### src/hw/rtl/fpr_pkg.sv
// Package for the focus priority request picker.
// Holds sizes, codes, sequencer states and the structs shared by the block's modules.
// No dependencies.
`default_nettype none

package fpr_pkg;

    localparam int QUEUE_DEPTH = 64;
    localparam int IDX_W       = $clog2(QUEUE_DEPTH);
    localparam int CNT_W       = $clog2(QUEUE_DEPTH + 1);
    localparam int KEY_W       = 32;
    localparam int PRI_W       = 2;
    localparam int ENTRY_W     = KEY_W + PRI_W;

    localparam int LIMIT_W = 7;
    localparam int SLACK_W = 6;
    localparam int CMP_W   = (CNT_W > LIMIT_W) ? CNT_W : LIMIT_W;
    localparam int APB_DW  = 32;
    localparam int APB_AW  = 3;

    localparam logic [LIMIT_W-1:0] LIMIT_RESET = LIMIT_W'(32);
    localparam logic [SLACK_W-1:0] SLACK_RESET = SLACK_W'(10);

    localparam logic [PRI_W-1:0] PRI_FOCUS = 2'd2;
    localparam logic [PRI_W-1:0] PRI_NEAR  = 2'd1;
    localparam logic [PRI_W-1:0] PRI_VIEW  = 2'd0;

    localparam logic OP_POST = 1'b0;
    localparam logic OP_TICK = 1'b1;

    localparam logic CFG_TRIM_LIMIT = 1'b0;
    localparam logic CFG_TRIM_SLACK = 1'b1;

    typedef enum logic [2:0] {
        ST_IDLE,
        ST_POST_SWEEP,
        ST_TICK_SCAN,
        ST_TICK_PLAN,
        ST_TICK_SWEEP,
        ST_FINISH
    } t_state;

    typedef struct packed {
        logic [LIMIT_W-1:0] limit;
        logic [SLACK_W-1:0] slack;
    } t_trim_cfg;

    typedef struct packed {
        logic             tick;
        logic [KEY_W-1:0] key;
        logic [KEY_W-1:0] e_key;
        logic [PRI_W-1:0] e_pri;
        logic [IDX_W-1:0] pos;
        logic             pick_vld;
        logic             pick_is2;
        logic [IDX_W-1:0] pick;
        logic [CNT_W-1:0] trimmed;
        logic [CNT_W-1:0] goal;
    } t_judge_req;

    typedef struct packed {
        logic             hit2;
        logic             hit1;
        logic             hit0;
        logic             is_pick;
        logic             trim;
        logic             keep;
        logic [PRI_W-1:0] pri;
    } t_judge_res;

endpackage

`default_nettype wire

### src/hw/rtl/fpr_if.sv
// Channel interfaces of the focus priority request picker: request beats in, result beats out.
// Depends on fpr_pkg for field widths.
`default_nettype none

interface fpr_req_if;
    import fpr_pkg::*;
    logic             valid;
    logic             ready;
    logic             op;
    logic [KEY_W-1:0] req_key;
    logic [PRI_W-1:0] req_priority;

    modport source (output valid, op, req_key, req_priority, input ready);
    modport sink   (input valid, op, req_key, req_priority, output ready);
endinterface

interface fpr_rsp_if;
    import fpr_pkg::*;
    logic             valid;
    logic             ready;
    logic             accepted;
    logic             dispatched;
    logic [KEY_W-1:0] dispatched_key;
    logic [CNT_W-1:0] pending_count;
    logic [CNT_W-1:0] trimmed_count;

    modport source (output valid, accepted, dispatched, dispatched_key, pending_count,
                    trimmed_count, input ready);
    modport sink   (input valid, accepted, dispatched, dispatched_key, pending_count,
                    trimmed_count, output ready);
endinterface

`default_nettype wire

### src/hw/rtl/focus_priority_request_picker.sv
// Focus priority request picker: age-ordered request queue in RAM, walked one entry per cycle.
// A post makes one sweep over the queue and a tick makes two, a scan and then a sweep;
// the single RAM read port is visited once per entry per sweep.
// One item is in flight at a time; the next is taken once the result sits in the output register.
// Reset empties the queue at once (no clearing pass) and sets trim limit 32, trim slack 10.
// Depends on fpr_pkg, fpr_if, fpr_ram, fpr_cfg and fpr_judge.
`default_nettype none

module focus_priority_request_picker
    import fpr_pkg::*;
(
    input  wire logic              i_clk,
    input  wire logic              i_rst_n,
    fpr_req_if.sink                i_req,
    fpr_rsp_if.source              o_rsp,
    input  wire logic              psel,
    input  wire logic              penable,
    input  wire logic              pwrite,
    input  wire logic [APB_AW-1:0] paddr,
    input  wire logic [APB_DW-1:0] pwdata,
    output logic      [APB_DW-1:0] prdata,
    output logic                   pready
);

    t_trim_cfg  cfg;
    t_judge_req job;
    t_judge_res verdict;

    t_state           r_state, n_state;
    logic             r_op, n_op;
    logic [KEY_W-1:0] r_key, n_key;
    logic [PRI_W-1:0] r_pri, n_pri;
    logic [CNT_W-1:0] r_count, n_count;
    logic [CNT_W-1:0] r_rd_ptr, n_rd_ptr;
    logic             r_rd_vld, n_rd_vld;
    logic [IDX_W-1:0] r_rd_pos, n_rd_pos;
    logic [CNT_W-1:0] r_wr_ptr, n_wr_ptr;
    logic             r_has2, n_has2;
    logic             r_has1, n_has1;
    logic             r_has0, n_has0;
    logic [IDX_W-1:0] r_last2, n_last2;
    logic [IDX_W-1:0] r_last1, n_last1;
    logic [IDX_W-1:0] r_last0, n_last0;
    logic [CNT_W-1:0] r_n2, n_n2;
    logic [CNT_W-1:0] r_n0, n_n0;
    logic [IDX_W-1:0] r_pick, n_pick;
    logic             r_pick_vld, n_pick_vld;
    logic             r_pick_is2, n_pick_is2;
    logic [CNT_W-1:0] r_cnt_after, n_cnt_after;
    logic [CNT_W-1:0] r_p0_after, n_p0_after;
    logic [CNT_W-1:0] r_trim_goal, n_trim_goal;
    logic [CNT_W-1:0] r_trimmed, n_trimmed;
    logic             r_acc, n_acc;
    logic [KEY_W-1:0] r_dkey, n_dkey;

    logic             r_out_vld, n_out_vld;
    logic             r_out_acc;
    logic             r_out_disp;
    logic [KEY_W-1:0] r_out_dkey;
    logic [CNT_W-1:0] r_out_cnt;
    logic [CNT_W-1:0] r_out_trim;
    logic             out_load;

    logic               ram_we;
    logic [IDX_W-1:0]   ram_waddr;
    logic [ENTRY_W-1:0] ram_wdata;
    logic [IDX_W-1:0]   ram_raddr;
    logic [ENTRY_W-1:0] ram_rdata;

    logic             issue;
    logic             sweep_done;
    logic [CMP_W-1:0] target;
    logic [CMP_W-1:0] excess;

    fpr_cfg u_cfg (
        .i_clk   (i_clk),
        .i_rst_n (i_rst_n),
        .psel    (psel),
        .penable (penable),
        .pwrite  (pwrite),
        .paddr   (paddr),
        .pwdata  (pwdata),
        .prdata  (prdata),
        .pready  (pready),
        .o_cfg   (cfg)
    );

    fpr_ram #(
        .WIDTH (ENTRY_W),
        .DEPTH (QUEUE_DEPTH)
    ) u_ram (
        .i_clk   (i_clk),
        .i_we    (ram_we),
        .i_waddr (ram_waddr),
        .i_wdata (ram_wdata),
        .i_raddr (ram_raddr),
        .o_rdata (ram_rdata)
    );

    fpr_judge u_judge (
        .i_job     (job),
        .o_verdict (verdict)
    );

    assign job.tick     = (r_op == OP_TICK);
    assign job.key      = r_key;
    assign job.e_key    = ram_rdata[ENTRY_W-1:PRI_W];
    assign job.e_pri    = ram_rdata[PRI_W-1:0];
    assign job.pos      = r_rd_pos;
    assign job.pick_vld = r_pick_vld;
    assign job.pick_is2 = r_pick_is2;
    assign job.pick     = r_pick;
    assign job.trimmed  = r_trimmed;
    assign job.goal     = r_trim_goal;

    assign i_req.ready = (r_state == ST_IDLE);
    assign issue       = (r_rd_ptr < r_count);
    assign sweep_done  = (r_rd_ptr == r_count) && !r_rd_vld;
    assign ram_raddr   = r_rd_ptr[IDX_W-1:0];
    assign ram_waddr   = r_wr_ptr[IDX_W-1:0];

    assign target = (CMP_W'(cfg.slack) >= CMP_W'(cfg.limit))
                    ? '0 : CMP_W'(cfg.limit) - CMP_W'(cfg.slack);
    assign excess = CMP_W'(r_cnt_after) - target;

    always_comb begin
        n_state     = r_state;
        n_op        = r_op;
        n_key       = r_key;
        n_pri       = r_pri;
        n_count     = r_count;
        n_rd_ptr    = r_rd_ptr;
        n_rd_vld    = 1'b0;
        n_rd_pos    = r_rd_pos;
        n_wr_ptr    = r_wr_ptr;
        n_has2      = r_has2;
        n_has1      = r_has1;
        n_has0      = r_has0;
        n_last2     = r_last2;
        n_last1     = r_last1;
        n_last0     = r_last0;
        n_n2        = r_n2;
        n_n0        = r_n0;
        n_pick      = r_pick;
        n_pick_vld  = r_pick_vld;
        n_pick_is2  = r_pick_is2;
        n_cnt_after = r_cnt_after;
        n_p0_after  = r_p0_after;
        n_trim_goal = r_trim_goal;
        n_trimmed   = r_trimmed;
        n_acc       = r_acc;
        n_dkey      = r_dkey;
        ram_we      = 1'b0;
        ram_wdata   = ram_rdata;
        out_load    = 1'b0;
        n_out_vld   = r_out_vld && !o_rsp.ready;

        if ((r_state == ST_POST_SWEEP) || (r_state == ST_TICK_SCAN)
            || (r_state == ST_TICK_SWEEP)) begin
            n_rd_vld = issue;
            n_rd_pos = r_rd_ptr[IDX_W-1:0];
            if (issue) begin
                n_rd_ptr = r_rd_ptr + 1'b1;
            end
        end

        case (r_state)
            ST_IDLE: begin
                if (i_req.valid) begin
                    n_op        = i_req.op;
                    n_key       = i_req.req_key;
                    n_pri       = (i_req.req_priority > PRI_FOCUS) ? PRI_FOCUS
                                                                   : i_req.req_priority;
                    n_rd_ptr    = '0;
                    n_wr_ptr    = '0;
                    n_has2      = 1'b0;
                    n_has1      = 1'b0;
                    n_has0      = 1'b0;
                    n_n2        = '0;
                    n_n0        = '0;
                    n_pick_vld  = 1'b0;
                    n_pick_is2  = 1'b0;
                    n_trim_goal = '0;
                    n_trimmed   = '0;
                    n_acc       = 1'b0;
                    n_dkey      = '0;
                    n_state     = (i_req.op == OP_TICK) ? ST_TICK_SCAN : ST_POST_SWEEP;
                end
            end
            ST_POST_SWEEP: begin
                if (r_rd_vld && verdict.keep) begin
                    ram_we   = 1'b1;
                    n_wr_ptr = r_wr_ptr + 1'b1;
                end
                if (sweep_done) begin
                    if (r_wr_ptr < CNT_W'(QUEUE_DEPTH)) begin
                        ram_we    = 1'b1;
                        ram_wdata = {r_key, r_pri};
                        n_count   = r_wr_ptr + 1'b1;
                        n_acc     = 1'b1;
                    end else begin
                        n_count = r_wr_ptr;
                    end
                    n_state = ST_FINISH;
                end
            end
            ST_TICK_SCAN: begin
                if (r_rd_vld) begin
                    if (verdict.hit2) begin
                        n_has2  = 1'b1;
                        n_last2 = r_rd_pos;
                        n_n2    = r_n2 + 1'b1;
                    end
                    if (verdict.hit1) begin
                        n_has1  = 1'b1;
                        n_last1 = r_rd_pos;
                    end
                    if (verdict.hit0) begin
                        n_has0  = 1'b1;
                        n_last0 = r_rd_pos;
                        n_n0    = r_n0 + 1'b1;
                    end
                end
                if (sweep_done) begin
                    n_pick_vld = r_has2 || r_has1 || r_has0;
                    n_pick_is2 = r_has2;
                    if (r_has2) begin
                        n_pick     = r_last2;
                        n_p0_after = r_n0 + r_n2 - 1'b1;
                    end else if (r_has1) begin
                        n_pick     = r_last1;
                        n_p0_after = r_n0;
                    end else begin
                        n_pick     = r_last0;
                        n_p0_after = r_has0 ? r_n0 - 1'b1 : r_n0;
                    end
                    n_cnt_after = (r_has2 || r_has1 || r_has0) ? r_count - 1'b1 : r_count;
                    n_rd_ptr    = '0;
                    n_wr_ptr    = '0;
                    n_state     = ST_TICK_PLAN;
                end
            end
            ST_TICK_PLAN: begin
                if (CMP_W'(r_cnt_after) > CMP_W'(cfg.limit)) begin
                    n_trim_goal = (excess < CMP_W'(r_p0_after)) ? CNT_W'(excess) : r_p0_after;
                end else begin
                    n_trim_goal = '0;
                end
                n_state = ST_TICK_SWEEP;
            end
            ST_TICK_SWEEP: begin
                if (r_rd_vld) begin
                    if (verdict.is_pick) begin
                        n_dkey = ram_rdata[ENTRY_W-1:PRI_W];
                    end
                    if (verdict.trim) begin
                        n_trimmed = r_trimmed + 1'b1;
                    end
                    if (verdict.keep) begin
                        ram_we    = 1'b1;
                        ram_wdata = {ram_rdata[ENTRY_W-1:PRI_W], verdict.pri};
                        n_wr_ptr  = r_wr_ptr + 1'b1;
                    end
                end
                if (sweep_done) begin
                    n_count = r_wr_ptr;
                    n_state = ST_FINISH;
                end
            end
            ST_FINISH: begin
                if (!r_out_vld || o_rsp.ready) begin
                    out_load  = 1'b1;
                    n_out_vld = 1'b1;
                    n_state   = ST_IDLE;
                end
            end
            default: begin
                n_state = ST_IDLE;
            end
        endcase
    end

    always_ff @(posedge i_clk) begin
        if (!i_rst_n) begin
            r_state     <= ST_IDLE;
            r_count     <= '0;
            r_rd_vld    <= 1'b0;
            r_out_vld   <= 1'b0;
            r_trim_goal <= '0;
            r_trimmed   <= '0;
        end else begin
            r_state     <= n_state;
            r_count     <= n_count;
            r_rd_vld    <= n_rd_vld;
            r_out_vld   <= n_out_vld;
            r_trim_goal <= n_trim_goal;
            r_trimmed   <= n_trimmed;
        end
    end

    always_ff @(posedge i_clk) begin
        r_op        <= n_op;
        r_key       <= n_key;
        r_pri       <= n_pri;
        r_rd_ptr    <= n_rd_ptr;
        r_rd_pos    <= n_rd_pos;
        r_wr_ptr    <= n_wr_ptr;
        r_has2      <= n_has2;
        r_has1      <= n_has1;
        r_has0      <= n_has0;
        r_last2     <= n_last2;
        r_last1     <= n_last1;
        r_last0     <= n_last0;
        r_n2        <= n_n2;
        r_n0        <= n_n0;
        r_pick      <= n_pick;
        r_pick_vld  <= n_pick_vld;
        r_pick_is2  <= n_pick_is2;
        r_cnt_after <= n_cnt_after;
        r_p0_after  <= n_p0_after;
        r_acc       <= n_acc;
        r_dkey      <= n_dkey;
        if (out_load) begin
            r_out_acc  <= r_acc;
            r_out_disp <= r_pick_vld;
            r_out_dkey <= r_dkey;
            r_out_cnt  <= r_count;
            r_out_trim <= r_trimmed;
        end
    end

    assign o_rsp.valid          = r_out_vld;
    assign o_rsp.accepted       = r_out_acc;
    assign o_rsp.dispatched     = r_out_disp;
    assign o_rsp.dispatched_key = r_out_dkey;
    assign o_rsp.pending_count  = r_out_cnt;
    assign o_rsp.trimmed_count  = r_out_trim;

    // The queue never holds more entries than the RAM has rows.
    a_count_bound: assert property (@(posedge i_clk) disable iff (!i_rst_n)
        r_count <= CNT_W'(QUEUE_DEPTH))
        else $error("queue count exceeds depth");

    // Compaction writes must never overtake the entry being read.
    a_wr_behind: assert property (@(posedge i_clk) disable iff (!i_rst_n)
        r_rd_vld |-> (r_wr_ptr <= CNT_W'(r_rd_pos)))
        else $error("compaction write pointer passed read position");

    // Trimming stops once the planned number of entries is gone.
    a_trim_bound: assert property (@(posedge i_clk) disable iff (!i_rst_n)
        (r_state == ST_TICK_SWEEP) |-> (r_trimmed <= r_trim_goal))
        else $error("trimmed more entries than planned");

    // An accepted request beat makes the block busy on the next cycle.
    a_busy_after_accept: assert property (@(posedge i_clk) disable iff (!i_rst_n)
        (i_req.valid && i_req.ready) |=> !i_req.ready)
        else $error("request channel ready right after accepting a beat");

endmodule

`default_nettype wire

### src/hw/rtl/fpr_ram.sv
// Generic single-write, single-read RAM with a registered read port.
// No dependencies.
`default_nettype none

module fpr_ram #(
    parameter int WIDTH = 8,
    parameter int DEPTH = 16
) (
    input  wire logic                     i_clk,
    input  wire logic                     i_we,
    input  wire logic [$clog2(DEPTH)-1:0] i_waddr,
    input  wire logic [WIDTH-1:0]         i_wdata,
    input  wire logic [$clog2(DEPTH)-1:0] i_raddr,
    output logic      [WIDTH-1:0]         o_rdata
);

    logic [WIDTH-1:0] r_mem [DEPTH];

    always_ff @(posedge i_clk) begin
        if (i_we) begin
            r_mem[i_waddr] <= i_wdata;
        end
        o_rdata <= r_mem[i_raddr];
    end

endmodule

`default_nettype wire

### src/hw/rtl/fpr_cfg.sv
// APB register file of the focus priority request picker: trim limit and trim slack.
// Depends on fpr_pkg.
`default_nettype none

module fpr_cfg
    import fpr_pkg::*;
(
    input  wire logic              i_clk,
    input  wire logic              i_rst_n,
    input  wire logic              psel,
    input  wire logic              penable,
    input  wire logic              pwrite,
    input  wire logic [APB_AW-1:0] paddr,
    input  wire logic [APB_DW-1:0] pwdata,
    output logic      [APB_DW-1:0] prdata,
    output logic                   pready,
    output t_trim_cfg              o_cfg
);

    logic [LIMIT_W-1:0] r_limit;
    logic [SLACK_W-1:0] r_slack;
    logic               wr_en;
    logic               reg_idx;

    assign pready  = 1'b1;
    assign wr_en   = psel && penable && pwrite && pready;
    assign reg_idx = paddr[2];

    always_ff @(posedge i_clk) begin
        if (!i_rst_n) begin
            r_limit <= LIMIT_RESET;
            r_slack <= SLACK_RESET;
        end else if (wr_en) begin
            case (reg_idx)
                CFG_TRIM_LIMIT: r_limit <= pwdata[LIMIT_W-1:0];
                CFG_TRIM_SLACK: r_slack <= pwdata[SLACK_W-1:0];
                default: ;
            endcase
        end
    end

    always_comb begin
        case (reg_idx)
            CFG_TRIM_LIMIT: prdata = APB_DW'(r_limit);
            CFG_TRIM_SLACK: prdata = APB_DW'(r_slack);
            default:        prdata = '0;
        endcase
    end

    assign o_cfg.limit = r_limit;
    assign o_cfg.slack = r_slack;

endmodule

`default_nettype wire

### src/hw/rtl/fpr_judge.sv
// Shared per-entry decision unit: key match, priority classes, pick, demotion and trim.
// Depends on fpr_pkg for the request and verdict structs.
`default_nettype none

module fpr_judge
    import fpr_pkg::*;
(
    input  t_judge_req i_job,
    output t_judge_res o_verdict
);

    logic             match;
    logic             demote;
    logic [PRI_W-1:0] pri_out;

    always_comb begin
        o_verdict.hit2    = (i_job.e_pri == PRI_FOCUS);
        o_verdict.hit1    = (i_job.e_pri == PRI_NEAR);
        o_verdict.hit0    = (i_job.e_pri == PRI_VIEW);
        o_verdict.is_pick = i_job.tick && i_job.pick_vld && (i_job.pos == i_job.pick);

        // Older focused entries lose their focus when the newest one goes out.
        demote  = i_job.tick && i_job.pick_is2 && o_verdict.hit2 && (i_job.pos < i_job.pick);
        pri_out = demote ? PRI_VIEW : i_job.e_pri;

        o_verdict.trim = i_job.tick && !o_verdict.is_pick && (pri_out == PRI_VIEW)
                         && (i_job.trimmed < i_job.goal);
        match          = !i_job.tick && (i_job.e_key == i_job.key);

        o_verdict.keep = !(match || o_verdict.is_pick || o_verdict.trim);
        o_verdict.pri  = pri_out;
    end

endmodule

`default_nettype wire
### src/flat_wrapper.sv
// flat-port wrapper written by rule: the top's interface ports become plain ports
module focus_priority_request_picker_flat import fpr_pkg::*;
  (i_clk, i_rst_n, psel, penable, pwrite, paddr, pwdata, prdata, pready, i_req_valid, i_req_op, i_req_req_key, i_req_req_priority, i_req_ready, o_rsp_valid, o_rsp_accepted, o_rsp_dispatched, o_rsp_dispatched_key, o_rsp_pending_count, o_rsp_trimmed_count, o_rsp_ready);
  fpr_req_if i_req_i ();
  fpr_rsp_if o_rsp_i ();
  input  wire logic i_clk;
  input  wire logic i_rst_n;
  input  wire logic psel;
  input  wire logic penable;
  input  wire logic pwrite;
  input  wire logic [APB_AW-1:0] paddr;
  input  wire logic [APB_DW-1:0] pwdata;
  output logic      [APB_DW-1:0] prdata;
  output logic pready;
  input wire logic [$bits(i_req_i.valid)-1:0] i_req_valid;
  input wire logic [$bits(i_req_i.op)-1:0] i_req_op;
  input wire logic [$bits(i_req_i.req_key)-1:0] i_req_req_key;
  input wire logic [$bits(i_req_i.req_priority)-1:0] i_req_req_priority;
  output wire logic [$bits(i_req_i.ready)-1:0] i_req_ready;
  output wire logic [$bits(o_rsp_i.valid)-1:0] o_rsp_valid;
  output wire logic [$bits(o_rsp_i.accepted)-1:0] o_rsp_accepted;
  output wire logic [$bits(o_rsp_i.dispatched)-1:0] o_rsp_dispatched;
  output wire logic [$bits(o_rsp_i.dispatched_key)-1:0] o_rsp_dispatched_key;
  output wire logic [$bits(o_rsp_i.pending_count)-1:0] o_rsp_pending_count;
  output wire logic [$bits(o_rsp_i.trimmed_count)-1:0] o_rsp_trimmed_count;
  input wire logic [$bits(o_rsp_i.ready)-1:0] o_rsp_ready;
  assign i_req_i.valid = i_req_valid;
  assign i_req_i.op = i_req_op;
  assign i_req_i.req_key = i_req_req_key;
  assign i_req_i.req_priority = i_req_req_priority;
  assign i_req_ready = i_req_i.ready;
  assign o_rsp_valid = o_rsp_i.valid;
  assign o_rsp_accepted = o_rsp_i.accepted;
  assign o_rsp_dispatched = o_rsp_i.dispatched;
  assign o_rsp_dispatched_key = o_rsp_i.dispatched_key;
  assign o_rsp_pending_count = o_rsp_i.pending_count;
  assign o_rsp_trimmed_count = o_rsp_i.trimmed_count;
  assign o_rsp_i.ready = o_rsp_ready;
  focus_priority_request_picker u_core (.i_clk(i_clk), .i_rst_n(i_rst_n), .i_req(i_req_i), .o_rsp(o_rsp_i), .psel(psel), .penable(penable), .pwrite(pwrite), .paddr(paddr), .pwdata(pwdata), .prdata(prdata), .pready(pready));
endmodule
### config.mk
export PLATFORM = sky130hd
export DESIGN_NAME = focus_priority_request_picker_flat
export DESIGN_NICKNAME = d
export VERILOG_FILES = /design/src/hw/rtl/fpr_pkg.sv /design/src/hw/rtl/fpr_if.sv /design/src/hw/rtl/focus_priority_request_picker.sv /design/src/hw/rtl/fpr_ram.sv /design/src/hw/rtl/fpr_cfg.sv /design/src/hw/rtl/fpr_judge.sv /design/src/flat_wrapper.sv
export SDC_FILE = /design/constraint.sdc
export NUM_CORES = 2
export LEC_CHECK = 0
export ABC_AREA = 0
export BUFFER_PORTS_ARGS = -buffer_cell sky130_fd_sc_hd__buf_4
export CORE_UTILIZATION = 30
export DETAILED_ROUTE_END_ITERATION = 10
export GPL_ROUTABILITY_DRIVEN = 0
export HOLD_SLACK_MARGIN = 0.12
export PLACE_DENSITY = 0.53
export RECOVER_POWER = 50
export SYNTH_ARGS = -nofsm -noshare
export SYNTH_HDL_FRONTEND = slang
export SYNTH_HIERARCHICAL = 1
export SYNTH_SLANG_ARGS = --single-unit
export TNS_END_PERCENT = 100
### constraint.sdc
create_clock -name i_clk -period 8.8 [get_ports i_clk]
set_input_delay 0 -clock i_clk [delete_from_list [all_inputs] [get_ports i_clk]]
set_output_delay 0 -clock i_clk [all_outputs]
set_load 0.01 [all_outputs]
==> metrics.csv <==
stage,metric,value,unit
power_and_ir_drop,Comb power frac,19.3,%
routing,routed wire length,271,mm
timing,worst slew pin tran,3.29,ns
critical_path,Crit Path Max Fanout,48,
power_and_ir_drop,Internal Power,22600,µW
synth,synthesized cell area,95500,µm²
synth,Cells after Synth,4758,
clock_network,clk_lat worst skew,0.90,ns
timing,Setup Skew,0.0616,ns
synth,Cell variety after synth,85,
timing,slew margin rel.,-120,%
grt,vias in the first global route,49156,
synth,"EDFF count, synth",2362,
cells_and_area,# nets final,5255,
floorplanning,IO Count,160,
routing,Routed WL per cell,28.5,µm
grt,GRT Util Overall,16.6,%
timing,TNS Setup,0,ns
synth,ranking of synthesized cells by area,"edfxtp_1 (74%), mux4_2 (11%), mux2i_1 (1.7%)",
critical_path,Critical Path Sink Type,register,
synth,post-synth top area share,74.3,%
power_and_ir_drop,Net Sw Frac,28.9,%
synth,Synth warnings,6,
grt,total overflow reported by the global router,0,
critical_path,WP data arrival,7.34,ns
cells_and_area,Area growth syn-to-layout,15.4,%
clock_network,"CTS clk-pin slew, worst paths",0.06,ns
clock_network,CTS buffer count,241,
critical_path,Worst Setup SP,u_core/r_rd_ptr[1],
power_and_ir_drop,Max VDD drop,0.184,mV
timing,"Hold Vio Cnt, Final",0,
routing,first-pass iteration count of the detailed router,6,
routing,via count,49076,
synth,syn avg cell area,20.1,µm²
timing,Final WS setup,1.72,ns
critical_path,worst path required time,9.06,ns
power_and_ir_drop,power per cell area,289,nW/µm²
cells_and_area,utilization after layout,34.9,%
synth,Synth area leader,edfxtp_1,
grt,pin count of the biggest net entering global routing,113,
placement,pre-CTS WS,3.29,ns
floorplanning,Starting Density,30.2,%
critical_path,Setup crit start kind,register,
floorplanning,Die Ht,566,µm
routing,# DRC,0,
critical_path,Worst path slowest cell,dfxtp_1,
outcome,outcome,"complete, but fails checks",
clock_network,clk sinks,2442,
floorplanning,Row Count,206,
synth,count of state elements after synthesis,2442,
grt,initial antenna violation count,14,
critical_path,R2R cell count,7,
synth,ys async rst share,0,%
timing,FMAX,0.141,GHz
power_and_ir_drop,Clk pwr share,31.6,%
synth,sequential fraction of the synthesis area,75.9,%
critical_path,crit path cell chain,ha_1 -> nand4_1 -> or3_1 -> nor3_1 -> buf_4 -> mux2_1 -> clkbuf_1,
synth,Post-synth top flop,edfxtp_1,
critical_path,Worst Path Buf+Inv,2,
timing,"Slew Viols, Final",1262,
min_path,hold depth,4,
critical_path,CP peak stage delay,2.01,ns
floorplanning,die area,321000,µm²
clock_network,CTS H-tree lvls,4,
timing,fin crit period,7.08,ns
power_and_ir_drop,Flop pwr share,49.1,%
min_path,HP Class,in2reg,
critical_path,CP Depth,7,
placement,dpl cells,8921,
clock_network,CTS Buffer Depth,3,
timing,Final Cycle Share,80.5,%
outcome,failing checks,"max-capacitance violations, max-slew violations",
critical_path,r2r endpoint,u_core/u_ram/r_mem[51][31],
run,Max Cap Viol,30,
critical_path,"CP delay by family, top",buffers and inverters,
power_and_ir_drop,Pleak,0.0335,µW
timing,Setup-failing EPs final,0,
placement,hpwl dp,150,mm
routing,Avg Vias per Cell,5.17,
clock_network,root buf cell,clkbuf_16,
critical_path,R2R setup slack,1.72,ns
cells_and_area,layout cell share with drive strength beyond 1,21.2,%
routing,DR iter-0 viols,5701,
routing,antenna-violating nets left,0,
critical_path,reg-to-reg startpoint,u_core/r_rd_ptr[1],
floorplanning,Die Wd,566,µm
placement,PortBufs,106,
cells_and_area,Post-Layout Cell Count,9486,
power_and_ir_drop,total power,31800,µW
grt,first-pass GRT wire length,379,mm
timing,RSZ-0062 raised after global routing,false,
power_and_ir_drop,total net switching power,9190,µW
floorplanning,area of the core,316000,µm²
critical_path,critical path endpoint,u_core/u_ram/r_mem[51][31],
critical_path,crit path kind,reg2reg,
clock_network,CTS tree,built,
## worst min-delay path by stage
stage,start,endpoint,slack (ns)
after CTS,pwrite,u_core/u_cfg/r_limit[2],0.16
after global placement,i_req_req_key[10],u_core/r_key[10],0.18
after floorplan,i_req_req_key[0],u_core/r_key[0],0.1
after global routing,penable,u_core/u_cfg/r_limit[2],0.24
after detailed placement,i_req_req_key[26],u_core/r_key[26],0.18
final,penable,u_core/u_cfg/r_limit[0],0.25
## stage by stage
stage	hold slack [ns]	cell area, µm²
2_1_floorplan	0.0989	95600
3_3_place_gp	0.180	102000
3_5_place_dp	0.179	102000
4_1_cts	0.163	111000
5_1_grt	0.241	110000
6_report	0.250	110000
## power by group through the flow
stage / sequential [µW] / clock (µW) / combinational [µW]
finish: 15600 / 10100 / 6150
global route: 15700 / 10700 / 6610
CTS: 15600 / 10300 / 6300
detailed placement: 15800 / 0 / 6250
global placement: 15800 / 0 / 6060
floorplan: 15600 / 0 / 3890
## cell usage in the layout (no fill, tap or decap), types with 61 or more instances in the layout
cell type / Yosys / final
a22oi_1: 80 / 80
buf_4: 62 / 140
clkbuf_1: 110 / 152
clkbuf_16: 0 / 242
dfxtp_1: 80 / 78
dlygate4sd3_1: 0 / 107
edfxtp_1: 2362 / 2362
ha_1: 64 / 64
inv_1: 78 / 78
mux2i_1: 161 / 161
mux4_2: 476 / 476
nand2_1: 150 / 148
nand3_1: 104 / 104
nand4_1: 60 / 61
nor2_1: 154 / 92
nor2_4: 0 / 61
o21ai_0: 60 / 62
o221ai_1: 63 / 63
## synth_stat cells (27+ instances only)
master	count
buf_4	62
clkbuf_1	110
nand3_1	104
o21ai_0	60
xnor2_1	48
nor2b_1	44
o221ai_1	63
ha_1	64
o22ai_1	53
nor2_1	154
a21oi_1	52
inv_1	78
buf_2	54
nand2_1	150
mux2_2	59
and2_1	45
nor3_1	27
nand4_1	60
dfxtp_1	80
a22oi_1	80
xor2_1	40
mux2i_1	161
edfxtp_1	2362
mux4_2	476
## metal layers
metal	up-vias	wire (µm)	GRT usage, %
li1	20209	-	-
met1	26623	117000	23.5
met2	1916	127000	26.4
met3	326	20800	2.89
met4	2	5860	3.82
met5	-	13	0
## state kept, by name, indices dropped and copies added (netlist names), 32 cells and up
signal and flops:
u_core/r_dkey 32, u_core/o_rsp.dispatched_key 32, u_core/u_ram/r_mem 2176, u_core/r_key 32, u_core/u_ram/o_rdata 34
## timing repair
| action | CTS | global route |
|---|---|---|
| buffers inserted | 0 | 0 |
| hold buffers | 107 | 0 |
| endpoints found under the hold margin | 115 | 0 |
| resized for setup | 0 | 0 |
## cell type report
type | count | area, µm²
clock inverters | 125 | 1160
flip-flops and latches | 2442 | 72500
diodes | 3 | 7.51
repair buffers | 360 | 2740
well taps | 4160 | 5200
inverters | 78 | 293
multi-input cells | 1988 | 21700
clock buffers | 330 | 6580
fillers | 29422 | 206000
## cells by family (layout without fill, tap and decap cells)
family	after synthesis	after routing	synth area share [%]
flops	2442	2442	75.9
mux	696	696	13.6
simple gates	690	690	3.68
compound gates	421	421	3.13
buf+inv	352	893	1.91
xor+xnor	88	88	0.807
fa+ha+maj	67	67	0.901
other cells	2	29	0.00786
## worst min-delay path, cell delays in order
cell and delay (ns):
dlygate4sd3_1 0.53, buf_4 0.14, nand4b_1 0.27, mux2i_1 0.12
Note: power is estimated with default switching activity, not from simulation.
